### src/rtl/assert_macros.svh
`ifndef ASSERT_MACROS_SVH
`define ASSERT_MACROS_SVH

// Check that cond holds in the same cycle as trig.
`define ASSERT_IMPLY(label, clk, rst_n, trig, cond, msg) \
    label: assert property (@(posedge clk) disable iff (!rst_n) (trig) |-> (cond)) \
        else $error(msg);

// Check that cond holds in the cycle after trig.
`define ASSERT_NEXT(label, clk, rst_n, trig, cond, msg) \
    label: assert property (@(posedge clk) disable iff (!rst_n) (trig) |=> (cond)) \
        else $error(msg);

`endif

### src/rtl/tlfrq_pkg.sv
package tlfrq_pkg;

    localparam int MAX_THREADS_DEF = 32;
    localparam int BURST_BITS_DEF  = 16;

    // request codes
    localparam logic [1:0] REQ_INSERT = 2'd0;
    localparam logic [1:0] REQ_PICK   = 2'd1;
    localparam logic [1:0] REQ_TICK   = 2'd2;

    // level codes
    localparam logic [1:0] LVL_SRT = 2'd0;
    localparam logic [1:0] LVL_ID  = 2'd1;
    localparam logic [1:0] LVL_RR  = 2'd2;

    // configuration register indexes
    localparam logic [2:0] CFG_UPPER_FLOOR  = 3'd0;
    localparam logic [2:0] CFG_MIDDLE_FLOOR = 3'd1;
    localparam logic [2:0] CFG_WAIT_INC     = 3'd2;
    localparam logic [2:0] CFG_WAIT_LIMIT   = 3'd3;
    localparam logic [2:0] CFG_PRIO_BOOST   = 3'd4;
    localparam logic [2:0] CFG_PRIO_CEIL    = 3'd5;

    localparam logic [7:0] UPPER_FLOOR_RST  = 8'd100;
    localparam logic [7:0] MIDDLE_FLOOR_RST = 8'd50;
    localparam logic [7:0] WAIT_INC_RST     = 8'd100;
    localparam logic [8:0] WAIT_LIMIT_RST   = 9'd400;
    localparam logic [4:0] PRIO_BOOST_RST   = 5'd10;
    localparam logic [7:0] PRIO_CEIL_RST    = 8'd149;

    typedef enum logic [2:0] {
        ST_IDLE,
        ST_PICK_SCAN,
        ST_PICK_DONE,
        ST_AGE_SCAN,
        ST_RP_SCAN,
        ST_RP_PLACE
    } state_t;

    typedef struct packed {
        logic [1:0]  req_type;
        logic [7:0]  thread_id;
        logic [7:0]  thread_priority;
        logic [15:0] thread_remaining;
        logic [7:0]  running_id;
        logic [7:0]  running_priority;
        logic [15:0] running_remaining;
    } req_t;

    typedef struct packed {
        logic       next_valid;
        logic [7:0] next_id;
        logic [1:0] next_level;
        logic       preempt;
        logic       insert_dropped;
    } result_t;

endpackage

### src/rtl/tlfrq_mem.sv
module tlfrq_mem #(
    parameter int DEPTH = tlfrq_pkg::MAX_THREADS_DEF,
    parameter int WIDTH = 8,
    parameter int AW    = $clog2(tlfrq_pkg::MAX_THREADS_DEF)
) (
    input  logic             clk,
    input  logic             we,
    input  logic [AW-1:0]    waddr,
    input  logic [WIDTH-1:0] wdata,
    input  logic [AW-1:0]    raddr,
    output logic [WIDTH-1:0] rdata
);

    logic [WIDTH-1:0] mem [DEPTH];
    logic [WIDTH-1:0] rdata_reg;

    always_ff @(posedge clk)
    begin
        if (we)
        begin
            mem[waddr] <= wdata;
        end
        rdata_reg <= mem[raddr];
    end

    assign rdata = rdata_reg;

endmodule

### src/rtl/three_level_feedback_ready_queue.sv
// Three-level ready queue with aging. An insert completes in the cycle it is
// taken and its result strobes on the next cycle; busy stays low. A pick
// scans the entry memory one entry per cycle and then strobes its result.
// An aging tick takes one scan to age every valid entry, then one full scan
// of the single read port per re-placed entry, plus one per source level that
// finds it drained, to find the next entry in queue order; the strobe follows
// in the cycle after the final placement state. Results appear on result for
// exactly one cycle with result_valid high; the receiver cannot stall, so
// capture them then. Configuration writes are taken at any cycle but belong
// to idle periods.

`include "assert_macros.svh"

module three_level_feedback_ready_queue #(
    parameter int MAX_THREADS = tlfrq_pkg::MAX_THREADS_DEF,
    parameter int BURST_BITS  = tlfrq_pkg::BURST_BITS_DEF
) (
    input  logic               clk,
    input  logic               rst_n,
    input  logic               start,
    output logic               busy,
    input  tlfrq_pkg::req_t    req,
    input  logic               cfg_we,
    input  logic [2:0]         cfg_index,
    input  logic [8:0]         cfg_data,
    output logic               result_valid,
    output tlfrq_pkg::result_t result
);

    localparam int IDX_W = $clog2(MAX_THREADS);
    localparam int CNT_W = $clog2(MAX_THREADS + 1);

    typedef struct packed {
        logic [7:0]            id;
        logic [7:0]            prio;
        logic [BURST_BITS-1:0] rem;
        logic [9:0]            wtime;
        logic [1:0]            level;
        logic [15:0]           arrival;
    } entry_t;

    localparam int ENTRY_W = $bits(entry_t);

    // Configuration
    logic [7:0] upper_floor_reg, middle_floor_reg, wait_inc_reg, prio_ceil_reg;
    logic [8:0] wait_limit_reg;
    logic [4:0] prio_boost_reg;

    // Control
    tlfrq_pkg::state_t state_reg, state_next;
    logic [CNT_W-1:0]       cnt_reg, cnt_next;
    logic                   pipe_vld_reg, pipe_vld_next;
    logic [IDX_W-1:0]       pipe_idx_reg, pipe_idx_next;
    logic [MAX_THREADS-1:0] valid_reg, valid_next;
    logic [1:0]             due_reg [MAX_THREADS];
    logic [1:0]             due_next [MAX_THREADS];
    logic [15:0]            arrival_reg, arrival_next;
    logic                   src_reg, src_next;
    logic                   preempt_reg, preempt_next;
    logic [2:0]             best_vld_reg, best_vld_next;
    logic [IDX_W-1:0]       best_idx_reg [3];
    logic [IDX_W-1:0]       best_idx_next [3];
    tlfrq_pkg::result_t     res_reg, res_next;
    logic                   res_valid_reg, res_valid_next;

    // Payload
    entry_t                 best_ent_reg [3];
    entry_t                 best_ent_next [3];
    tlfrq_pkg::req_t        job_reg, job_next;

    // Entry memory
    logic                   mem_we;
    logic [IDX_W-1:0]       mem_waddr, mem_raddr;
    entry_t                 mem_wdata;
    logic [ENTRY_W-1:0]     mem_rdata;
    entry_t                 cand;

    tlfrq_mem #(
        .DEPTH (MAX_THREADS),
        .WIDTH (ENTRY_W),
        .AW    (IDX_W)
    ) u_mem (
        .clk   (clk),
        .we    (mem_we),
        .waddr (mem_waddr),
        .wdata (mem_wdata),
        .raddr (mem_raddr),
        .rdata (mem_rdata)
    );

    assign cand = entry_t'(mem_rdata);

    // Strict queue order: true when c goes ahead of b. Scan runs by
    // ascending index, so a tie keeps the held (lower index) entry.
    function automatic logic better(input logic [1:0] lvl, input entry_t c,
                                    input entry_t b, input logic [15:0] ctr);
        logic [15:0] age_c;
        logic [15:0] age_b;
        logic        older;
        age_c = ctr - c.arrival;
        age_b = ctr - b.arrival;
        older = age_c > age_b;
        case (lvl)
            tlfrq_pkg::LVL_SRT:
            begin
                if (c.rem != b.rem)
                    return c.rem < b.rem;
                if (c.prio != b.prio)
                    return c.prio > b.prio;
                return older;
            end
            tlfrq_pkg::LVL_ID:
            begin
                if (c.id != b.id)
                    return c.id < b.id;
                return older;
            end
            default: return older;
        endcase
    endfunction

    function automatic logic [1:0] level_of(input logic [7:0] prio,
                                            input logic [7:0] upper,
                                            input logic [7:0] middle);
        if (prio >= upper)
            return tlfrq_pkg::LVL_SRT;
        if (prio >= middle)
            return tlfrq_pkg::LVL_ID;
        return tlfrq_pkg::LVL_RR;
    endfunction

    // Preempt test for a placement into level one
    function automatic logic wants_cpu(input logic [1:0] lvl, input entry_t e,
                                       input tlfrq_pkg::req_t r);
        return (lvl == tlfrq_pkg::LVL_SRT) && (r.running_id != 8'd0) &&
               ((e.rem < BURST_BITS'(r.running_remaining)) ||
                (e.prio > r.running_priority));
    endfunction

    always_comb
    begin
        logic             free_found;
        logic [IDX_W-1:0] free_idx;
        entry_t           ins;
        entry_t           upd;
        logic [1:0]       lvl;
        logic [10:0]      w;
        logic [8:0]       p;
        logic [1:0]       want;
        logic             scan_end;

        state_next     = state_reg;
        cnt_next       = cnt_reg;
        pipe_vld_next  = 1'b0;
        pipe_idx_next  = pipe_idx_reg;
        valid_next     = valid_reg;
        due_next       = due_reg;
        arrival_next   = arrival_reg;
        src_next       = src_reg;
        preempt_next   = preempt_reg;
        best_vld_next  = best_vld_reg;
        best_idx_next  = best_idx_reg;
        best_ent_next  = best_ent_reg;
        job_next       = job_reg;
        res_next       = '0;
        res_valid_next = 1'b0;
        mem_we         = 1'b0;
        mem_waddr      = pipe_idx_reg;
        mem_wdata      = cand;
        mem_raddr      = cnt_reg[IDX_W-1:0];
        ins            = '0;
        upd            = cand;
        lvl            = tlfrq_pkg::LVL_SRT;
        w              = '0;
        p              = '0;
        want           = src_reg ? tlfrq_pkg::LVL_RR : tlfrq_pkg::LVL_ID;
        scan_end       = cnt_reg == CNT_W'(MAX_THREADS);

        // Lowest free slot
        free_found = 1'b0;
        free_idx   = '0;
        for (int k = MAX_THREADS - 1; k >= 0; k--)
        begin
            if (!valid_reg[k])
            begin
                free_found = 1'b1;
                free_idx   = IDX_W'(k);
            end
        end

        // Shared scan address sequencer: issue one read per cycle
        if ((state_reg == tlfrq_pkg::ST_PICK_SCAN ||
             state_reg == tlfrq_pkg::ST_AGE_SCAN ||
             state_reg == tlfrq_pkg::ST_RP_SCAN) && !scan_end)
        begin
            pipe_vld_next = 1'b1;
            pipe_idx_next = cnt_reg[IDX_W-1:0];
            cnt_next      = cnt_reg + 1'b1;
        end

        case (state_reg)
            tlfrq_pkg::ST_IDLE:
            begin
                if (start)
                begin
                    job_next      = req;
                    cnt_next      = '0;
                    best_vld_next = '0;
                    preempt_next  = 1'b0;
                    case (req.req_type)
                        tlfrq_pkg::REQ_INSERT:
                        begin
                            res_valid_next = 1'b1;
                            if (free_found)
                            begin
                                lvl         = level_of(req.thread_priority,
                                                       upper_floor_reg,
                                                       middle_floor_reg);
                                ins.id      = req.thread_id;
                                ins.prio    = req.thread_priority;
                                ins.rem     = BURST_BITS'(req.thread_remaining);
                                ins.wtime   = '0;
                                ins.level   = lvl;
                                ins.arrival = arrival_reg;
                                mem_we      = 1'b1;
                                mem_waddr   = free_idx;
                                mem_wdata   = ins;
                                valid_next[free_idx] = 1'b1;
                                arrival_next = arrival_reg + 16'd1;
                                res_next.preempt = wants_cpu(lvl, ins, req);
                            end
                            else
                            begin
                                res_next.insert_dropped = 1'b1;
                            end
                        end
                        tlfrq_pkg::REQ_PICK: state_next = tlfrq_pkg::ST_PICK_SCAN;
                        tlfrq_pkg::REQ_TICK: state_next = tlfrq_pkg::ST_AGE_SCAN;
                        default:             res_valid_next = 1'b1;
                    endcase
                end
            end

            tlfrq_pkg::ST_PICK_SCAN:
            begin
                // Track the head of each level at once
                if (pipe_vld_reg && valid_reg[pipe_idx_reg])
                begin
                    for (int l = 0; l < 3; l++)
                    begin
                        if (cand.level == 2'(l) &&
                            (!best_vld_reg[l] ||
                             better(2'(l), cand, best_ent_reg[l], arrival_reg)))
                        begin
                            best_vld_next[l] = 1'b1;
                            best_idx_next[l] = pipe_idx_reg;
                            best_ent_next[l] = cand;
                        end
                    end
                end
                if (scan_end)
                    state_next = tlfrq_pkg::ST_PICK_DONE;
            end

            tlfrq_pkg::ST_PICK_DONE:
            begin
                // Drop the head of the highest non-empty level
                res_valid_next = 1'b1;
                state_next     = tlfrq_pkg::ST_IDLE;
                if (best_vld_reg[0])
                begin
                    valid_next[best_idx_reg[0]] = 1'b0;
                    res_next.next_valid = 1'b1;
                    res_next.next_id    = best_ent_reg[0].id;
                    res_next.next_level = tlfrq_pkg::LVL_SRT;
                end
                else if (best_vld_reg[1])
                begin
                    valid_next[best_idx_reg[1]] = 1'b0;
                    res_next.next_valid = 1'b1;
                    res_next.next_id    = best_ent_reg[1].id;
                    res_next.next_level = tlfrq_pkg::LVL_ID;
                end
                else if (best_vld_reg[2])
                begin
                    valid_next[best_idx_reg[2]] = 1'b0;
                    res_next.next_valid = 1'b1;
                    res_next.next_id    = best_ent_reg[2].id;
                    res_next.next_level = tlfrq_pkg::LVL_RR;
                end
            end

            tlfrq_pkg::ST_AGE_SCAN:
            begin
                // Read-modify-write one entry per cycle; the write trails the
                // read by one entry, so no two accesses hit the same entry.
                if (pipe_vld_reg && valid_reg[pipe_idx_reg])
                begin
                    w = {1'b0, cand.wtime} + 11'(wait_inc_reg);
                    if (w > 11'(wait_limit_reg))
                    begin
                        p = 9'(cand.prio) + 9'(prio_boost_reg);
                        if (cand.level == tlfrq_pkg::LVL_SRT)
                        begin
                            if (p > 9'(prio_ceil_reg))
                                p = 9'(prio_ceil_reg);
                        end
                        else
                        begin
                            if (p[8])
                                p = 9'd255;
                            due_next[pipe_idx_reg] = cand.level;
                        end
                        upd.prio = p[7:0];
                        w = w - 11'(wait_limit_reg);
                    end
                    upd.wtime = w[9:0];
                    mem_we    = 1'b1;
                    mem_waddr = pipe_idx_reg;
                    mem_wdata = upd;
                end
                if (scan_end)
                begin
                    state_next    = tlfrq_pkg::ST_RP_SCAN;
                    cnt_next      = '0;
                    src_next      = 1'b0;
                    best_vld_next = '0;
                end
            end

            tlfrq_pkg::ST_RP_SCAN:
            begin
                // Find the next due entry of the current source level
                if (pipe_vld_reg && due_reg[pipe_idx_reg] == want &&
                    (!best_vld_reg[0] ||
                     better(want, cand, best_ent_reg[0], arrival_reg)))
                begin
                    best_vld_next[0] = 1'b1;
                    best_idx_next[0] = pipe_idx_reg;
                    best_ent_next[0] = cand;
                end
                if (scan_end)
                    state_next = tlfrq_pkg::ST_RP_PLACE;
            end

            tlfrq_pkg::ST_RP_PLACE:
            begin
                cnt_next      = '0;
                best_vld_next = '0;
                if (best_vld_reg[0])
                begin
                    upd         = best_ent_reg[0];
                    lvl         = level_of(upd.prio, upper_floor_reg, middle_floor_reg);
                    upd.level   = lvl;
                    upd.arrival = arrival_reg;
                    mem_we      = 1'b1;
                    mem_waddr   = best_idx_reg[0];
                    mem_wdata   = upd;
                    due_next[best_idx_reg[0]] = 2'd0;
                    arrival_next = arrival_reg + 16'd1;
                    preempt_next = preempt_reg | wants_cpu(lvl, upd, job_reg);
                    state_next   = tlfrq_pkg::ST_RP_SCAN;
                end
                else if (!src_reg)
                begin
                    // level two drained; advance to level three
                    src_next   = 1'b1;
                    state_next = tlfrq_pkg::ST_RP_SCAN;
                end
                else
                begin
                    res_valid_next   = 1'b1;
                    res_next.preempt = preempt_reg;
                    state_next       = tlfrq_pkg::ST_IDLE;
                end
            end

            default: state_next = tlfrq_pkg::ST_IDLE;
        endcase
    end

    always_ff @(posedge clk or negedge rst_n)
    begin
        if (!rst_n)
        begin
            state_reg     <= tlfrq_pkg::ST_IDLE;
            cnt_reg       <= '0;
            pipe_vld_reg  <= 1'b0;
            pipe_idx_reg  <= '0;
            valid_reg     <= '0;
            for (int k = 0; k < MAX_THREADS; k++)
                due_reg[k] <= 2'd0;
            arrival_reg   <= '0;
            src_reg       <= 1'b0;
            preempt_reg   <= 1'b0;
            best_vld_reg  <= '0;
            for (int l = 0; l < 3; l++)
                best_idx_reg[l] <= '0;
            res_reg       <= '0;
            res_valid_reg <= 1'b0;
        end
        else
        begin
            state_reg     <= state_next;
            cnt_reg       <= cnt_next;
            pipe_vld_reg  <= pipe_vld_next;
            pipe_idx_reg  <= pipe_idx_next;
            valid_reg     <= valid_next;
            due_reg       <= due_next;
            arrival_reg   <= arrival_next;
            src_reg       <= src_next;
            preempt_reg   <= preempt_next;
            best_vld_reg  <= best_vld_next;
            best_idx_reg  <= best_idx_next;
            res_reg       <= res_next;
            res_valid_reg <= res_valid_next;
        end
    end

    always_ff @(posedge clk)
    begin
        best_ent_reg <= best_ent_next;
        job_reg      <= job_next;
    end

    // Configuration write port
    always_ff @(posedge clk or negedge rst_n)
    begin
        if (!rst_n)
        begin
            upper_floor_reg  <= tlfrq_pkg::UPPER_FLOOR_RST;
            middle_floor_reg <= tlfrq_pkg::MIDDLE_FLOOR_RST;
            wait_inc_reg     <= tlfrq_pkg::WAIT_INC_RST;
            wait_limit_reg   <= tlfrq_pkg::WAIT_LIMIT_RST;
            prio_boost_reg   <= tlfrq_pkg::PRIO_BOOST_RST;
            prio_ceil_reg    <= tlfrq_pkg::PRIO_CEIL_RST;
        end
        else if (cfg_we)
        begin
            case (cfg_index)
                tlfrq_pkg::CFG_UPPER_FLOOR:  upper_floor_reg  <= cfg_data[7:0];
                tlfrq_pkg::CFG_MIDDLE_FLOOR: middle_floor_reg <= cfg_data[7:0];
                tlfrq_pkg::CFG_WAIT_INC:     wait_inc_reg     <= cfg_data[7:0];
                tlfrq_pkg::CFG_WAIT_LIMIT:   wait_limit_reg   <= cfg_data;
                tlfrq_pkg::CFG_PRIO_BOOST:   prio_boost_reg   <= cfg_data[4:0];
                tlfrq_pkg::CFG_PRIO_CEIL:    prio_ceil_reg    <= cfg_data[7:0];
                default: ;
            endcase
        end
    end

    assign busy         = state_reg != tlfrq_pkg::ST_IDLE;
    assign result_valid = res_valid_reg;
    assign result       = res_reg;

    // A transfer never reports both a pick and a dropped insert
    `ASSERT_IMPLY(a_res_excl, clk, rst_n, result_valid,
        !(result.next_valid && result.insert_dropped), "pick and drop in one result")

    // Scanning requests hold the block busy
    `ASSERT_NEXT(a_scan_busy, clk, rst_n,
        start && !busy && (req.req_type == tlfrq_pkg::REQ_PICK ||
                           req.req_type == tlfrq_pkg::REQ_TICK),
        busy && !result_valid, "scan request did not hold busy")

    // An insert into a full table is dropped
    `ASSERT_NEXT(a_full_drop, clk, rst_n,
        start && !busy && req.req_type == tlfrq_pkg::REQ_INSERT && (&valid_reg),
        result_valid && result.insert_dropped, "insert into full table not dropped")

endmodule

### config.mk
export PLATFORM = sky130hd
export DESIGN_NAME = three_level_feedback_ready_queue
export DESIGN_NICKNAME = d
export VERILOG_FILES = /design/src/rtl/tlfrq_pkg.sv /design/src/rtl/tlfrq_mem.sv /design/src/rtl/three_level_feedback_ready_queue.sv
export VERILOG_INCLUDE_DIRS = /design/src /design/src/rtl
export SDC_FILE = /design/constraint.sdc
export NUM_CORES = 2
export LEC_CHECK = 0
export BUFFER_PORTS_ARGS = -buffer_cell sky130_fd_sc_hd__buf_4
export CORE_UTILIZATION = 45
export CTS_CLUSTER_DIAMETER = 60
export DETAILED_ROUTE_END_ITERATION = 16
export PLACE_DENSITY = 0.62
export RECOVER_POWER = 25
export SLEW_MARGIN = 20
export SYNTH_ARGS = -nofsm -noshare
export SYNTH_HDL_FRONTEND = slang
export SYNTH_SLANG_ARGS = --single-unit
export TNS_END_PERCENT = 5
### constraint.sdc
create_clock -name clk -period 7.2 [get_ports clk]
set_clock_uncertainty 0.05 [all_clocks]
set_input_delay 1.08 -clock clk [delete_from_list [all_inputs] [get_ports clk]]
set_output_delay 1.08 -clock clk [all_outputs]
set_load 0.01 [all_outputs]
==> impl_metrics.json <==
{
  "fin_tns_setup_ns": 0,
  "timing.fmax_mhz": 162,
  "dr_total_vias": 54200,
  "path_depth": 8,
  "worstHoldPathType": "in -> async",
  "power.density_mw_per_mm2": 432,
  "start_util_pct": 45.4,
  "rsz0062_at_grt": "no",
  "yosysSeqAreaShare_pct": 69.0,
  "final-max-slew-violation-count": 921,
  "synth_edf_count": 2058,
  "synth_nets": 5887,
  "critical-path-slowest-cell": "clkbuf_1",
  "hpwlAfterDp_um": 149000,
  "peakVddDrop_v": 0.000372,
  "grt_pass1_vias": 53300,
  "largest_register_ffs": 1920,
  "yosysMostFrequentCell": "edfxtp_1",
  "worst_slew_pin_slew_ns": 3.46,
  "routabilityCongestion": 0.874,
  "synthArstFlopShare_pct": 8.90,
  "route.detailed.drc": 0,
  "wire_per_inst_um": 29.5,
  "cts_tree": "done",
  "dieArea_mm2": 0.222,
  "synth_cells": 5536,
  "grt.total_usage_pct": 23.3,
  "ctsResizeCount": 0,
  "grt_pass1_wl_um": 375000,
  "core_mm2": 0.218,
  "worstSetupEndpointType": "flip-flop",
  "yosysUniqueCellTypes": 99,
  "first_pass_iters": 6,
  "grt_antenna_before_repair": 17,
  "failed_checks": "max-capacitance violations, max-slew violations",
  "die_w_um": 471,
  "synth_commonest_cells": "edfxtp_1, mux4_2, ha_1",
  "slew_headroom_pct": -131,
  "cp_max_fo": 32,
  "r2r_start": "state_reg[1]",
  "timing.critical_path.to": "u_mem.mem[9][17]",
  "rr_worst_depth": 8,
  "numClockSinks": 2325,
  "cp-start-kind": "flip-flop",
  "cpPeakStageDelay_ns": 2.10,
  "synth_area_leader_cell": "edfxtp_1",
  "routed_wl_um": 260000,
  "rows": 171,
  "clk_pin_slew_ns": 0.06,
  "ys_warn_count": 0,
  "r2r_end": "u_mem.mem[9][17]",
  "fin_nets": 6101,
  "cts_max_level": 4,
  "setup_slack_ns": 1.02,
  "cp.arrival_ns": 6.63,
  "numCtsBuffers": 239,
  "synth.top_cell.area_share_pct": 62.5,
  "holdBufCountCts": 0,
  "ff2ff_setup_slack_ns": 1.02,
  "cp-startpoint": "state_reg[1]",
  "ant_nets": 0,
  "max_cap_violations": 23,
  "cp_cell_sequence": "nand2b_1, or2_2, nor2_1, nor2_4, clkbuf_1, nand2_1, o311ai_0, clkbuf_1",
  "cp_top_family": "buffers and inverters",
  "path_buf_inv": 2,
  "drive_gt1_share_pct": 22.0,
  "grt_max_degree": 117,
  "synth_area_leaders": "edfxtp_1, mux4_2, dfrtp_1",
  "setup_viol": 0,
  "clock_latency_ns": 0.91,
  "die_y_um": 471,
  "crit_top_cell": "clkbuf_1",
  "dpl_worst_slack_ns": 1.64,
  "area.growth.synth_to_final_pct": 12.8,
  "port_buffers": 96,
  "status": "complete, but fails checks",
  "ys.flop_type": "edfxtp_1",
  "min_period_ns": 6.18,
  "cts_root_buf": "clkbuf_16",
  "syn_area_mm2": 0.0989,
  "ys_seq_elements": 2325,
  "avgSynthCellArea_um2": 17.9,
  "p_leak_nw": 37.8,
  "post-cts-setup-buffers": 0,
  "drt-vias-per-instance": 6.16,
  "ios": 97,
  "gr-total-overflow": 0,
  "post-route-period-util_pct": 85.8,
  "worstPathRequired_ns": 7.65,
  "hold_viol": 0,
  "detail_route.iter0.violations": 6012,
  "cts_buffer_depth": 3,
  "path_class": "reg -> reg"
}
-- where the power goes --
part           total [mW]  leakage (nW)  internal, mW  switching [mW]
registers            19.2          21.6          18.1            1.09
clock network        12.5          3.88          7.16            5.29
logic                16.6          12.3          6.62            9.96
total                48.2          37.8          31.9            16.3
-- logic make-up after synthesis --
kind of cell	after synthesis	share of synthesized area (%)
xor gates and xnor gates	95	0.841
buffers and inverters	464	1.84
AOI/OAI and AO/OA	719	4.83
and+or+nand+nor	893	4.52
muxes	771	15.5
adders and majority gates	269	3.46
DFF	2325	69.0
-- layout by cell type (no fill, tap or decap), types with 27 or more instances in the layout --
cell type  Yosys  layout
a21oi_1      117     117
o21ai_0      184     161
clkbuf_1     154     101
mux2_2       108      80
clkinv_2       0      41
nand2_1      260     258
clkinv_1       0      41
mux2i_1       58      58
a22oi_1       43      43
nand2b_1      31      31
o22ai_1       80      80
xnor2_1       54      54
nor2_1       209     190
nor3_1        50      50
xor2_1        41      41
nand4_1       36      36
edfxtp_1    2058    2058
mux4_2       600     600
nand3_1       80      80
inv_1        219     219
clkbuf_16      0     239
buf_12         0      27
nor2b_1       73      64
dfrtp_1      189     185
dfxtp_1       60      60
buf_4          5     118
a21o_1        51      51
ha_1         262     262
mux2_1         5      33
o2bb2ai_1     46      46
-- layer usage --
layer  vias up  wire, um  global-route usage (%)
li1      22800         -                       -
met5         -        13                       0
met1     28900    113000                    34.5
met4         2      5070                    5.39
met3       325     19000                    3.48
met2      2216    123000                    36.4
-- worst min-delay path by stage --
stage / from / endpoint / slack, ns / depth (start not counted)
2_1_floorplan: u_mem.rdata[10] / best_ent_reg[10] / 0.38 / 0
3_3_place_gp: u_mem.rdata[4] / best_ent_reg[4] / 0.38 / 0
3_5_place_dp: u_mem.rdata[4] / best_ent_reg[64] / 0.39 / 0
4_1_cts: rst_n / due_reg[46] / 0.17 / 1
5_1_grt: rst_n / due_reg[46] / 0.23 / 1
6_report: rst_n / middle_floor_reg[0] / 0.20 / 1
-- final cells by class --
type,count,area [um^2]
clock inverter,138,1530
timing repair buffer,217,1770
fill,17400,106000
inverter,220,826
antenna,2,5.00
tap,2854,3570
clock buffer,308,6450
multi-input combinational,2747,29200
sequential,2325,68200
-- through the flow --
step	cell area, um^2	cells	power (mW)	hold slack (ns)	util, %
2_1_floorplan	98900	5536	30.3	0.376	-
3_3_place_gp	104000	8363	35.8	0.383	47.7
3_5_place_dp	104000	8363	36.1	0.394	47.7
4_1_cts	112000	8809	48.5	0.171	51.4
5_1_grt	112000	8811	50.3	0.227	51.2
6_report	112000	8811	48.2	0.199	51.2
No activity file was read; power rests on OpenSTA's default activity.
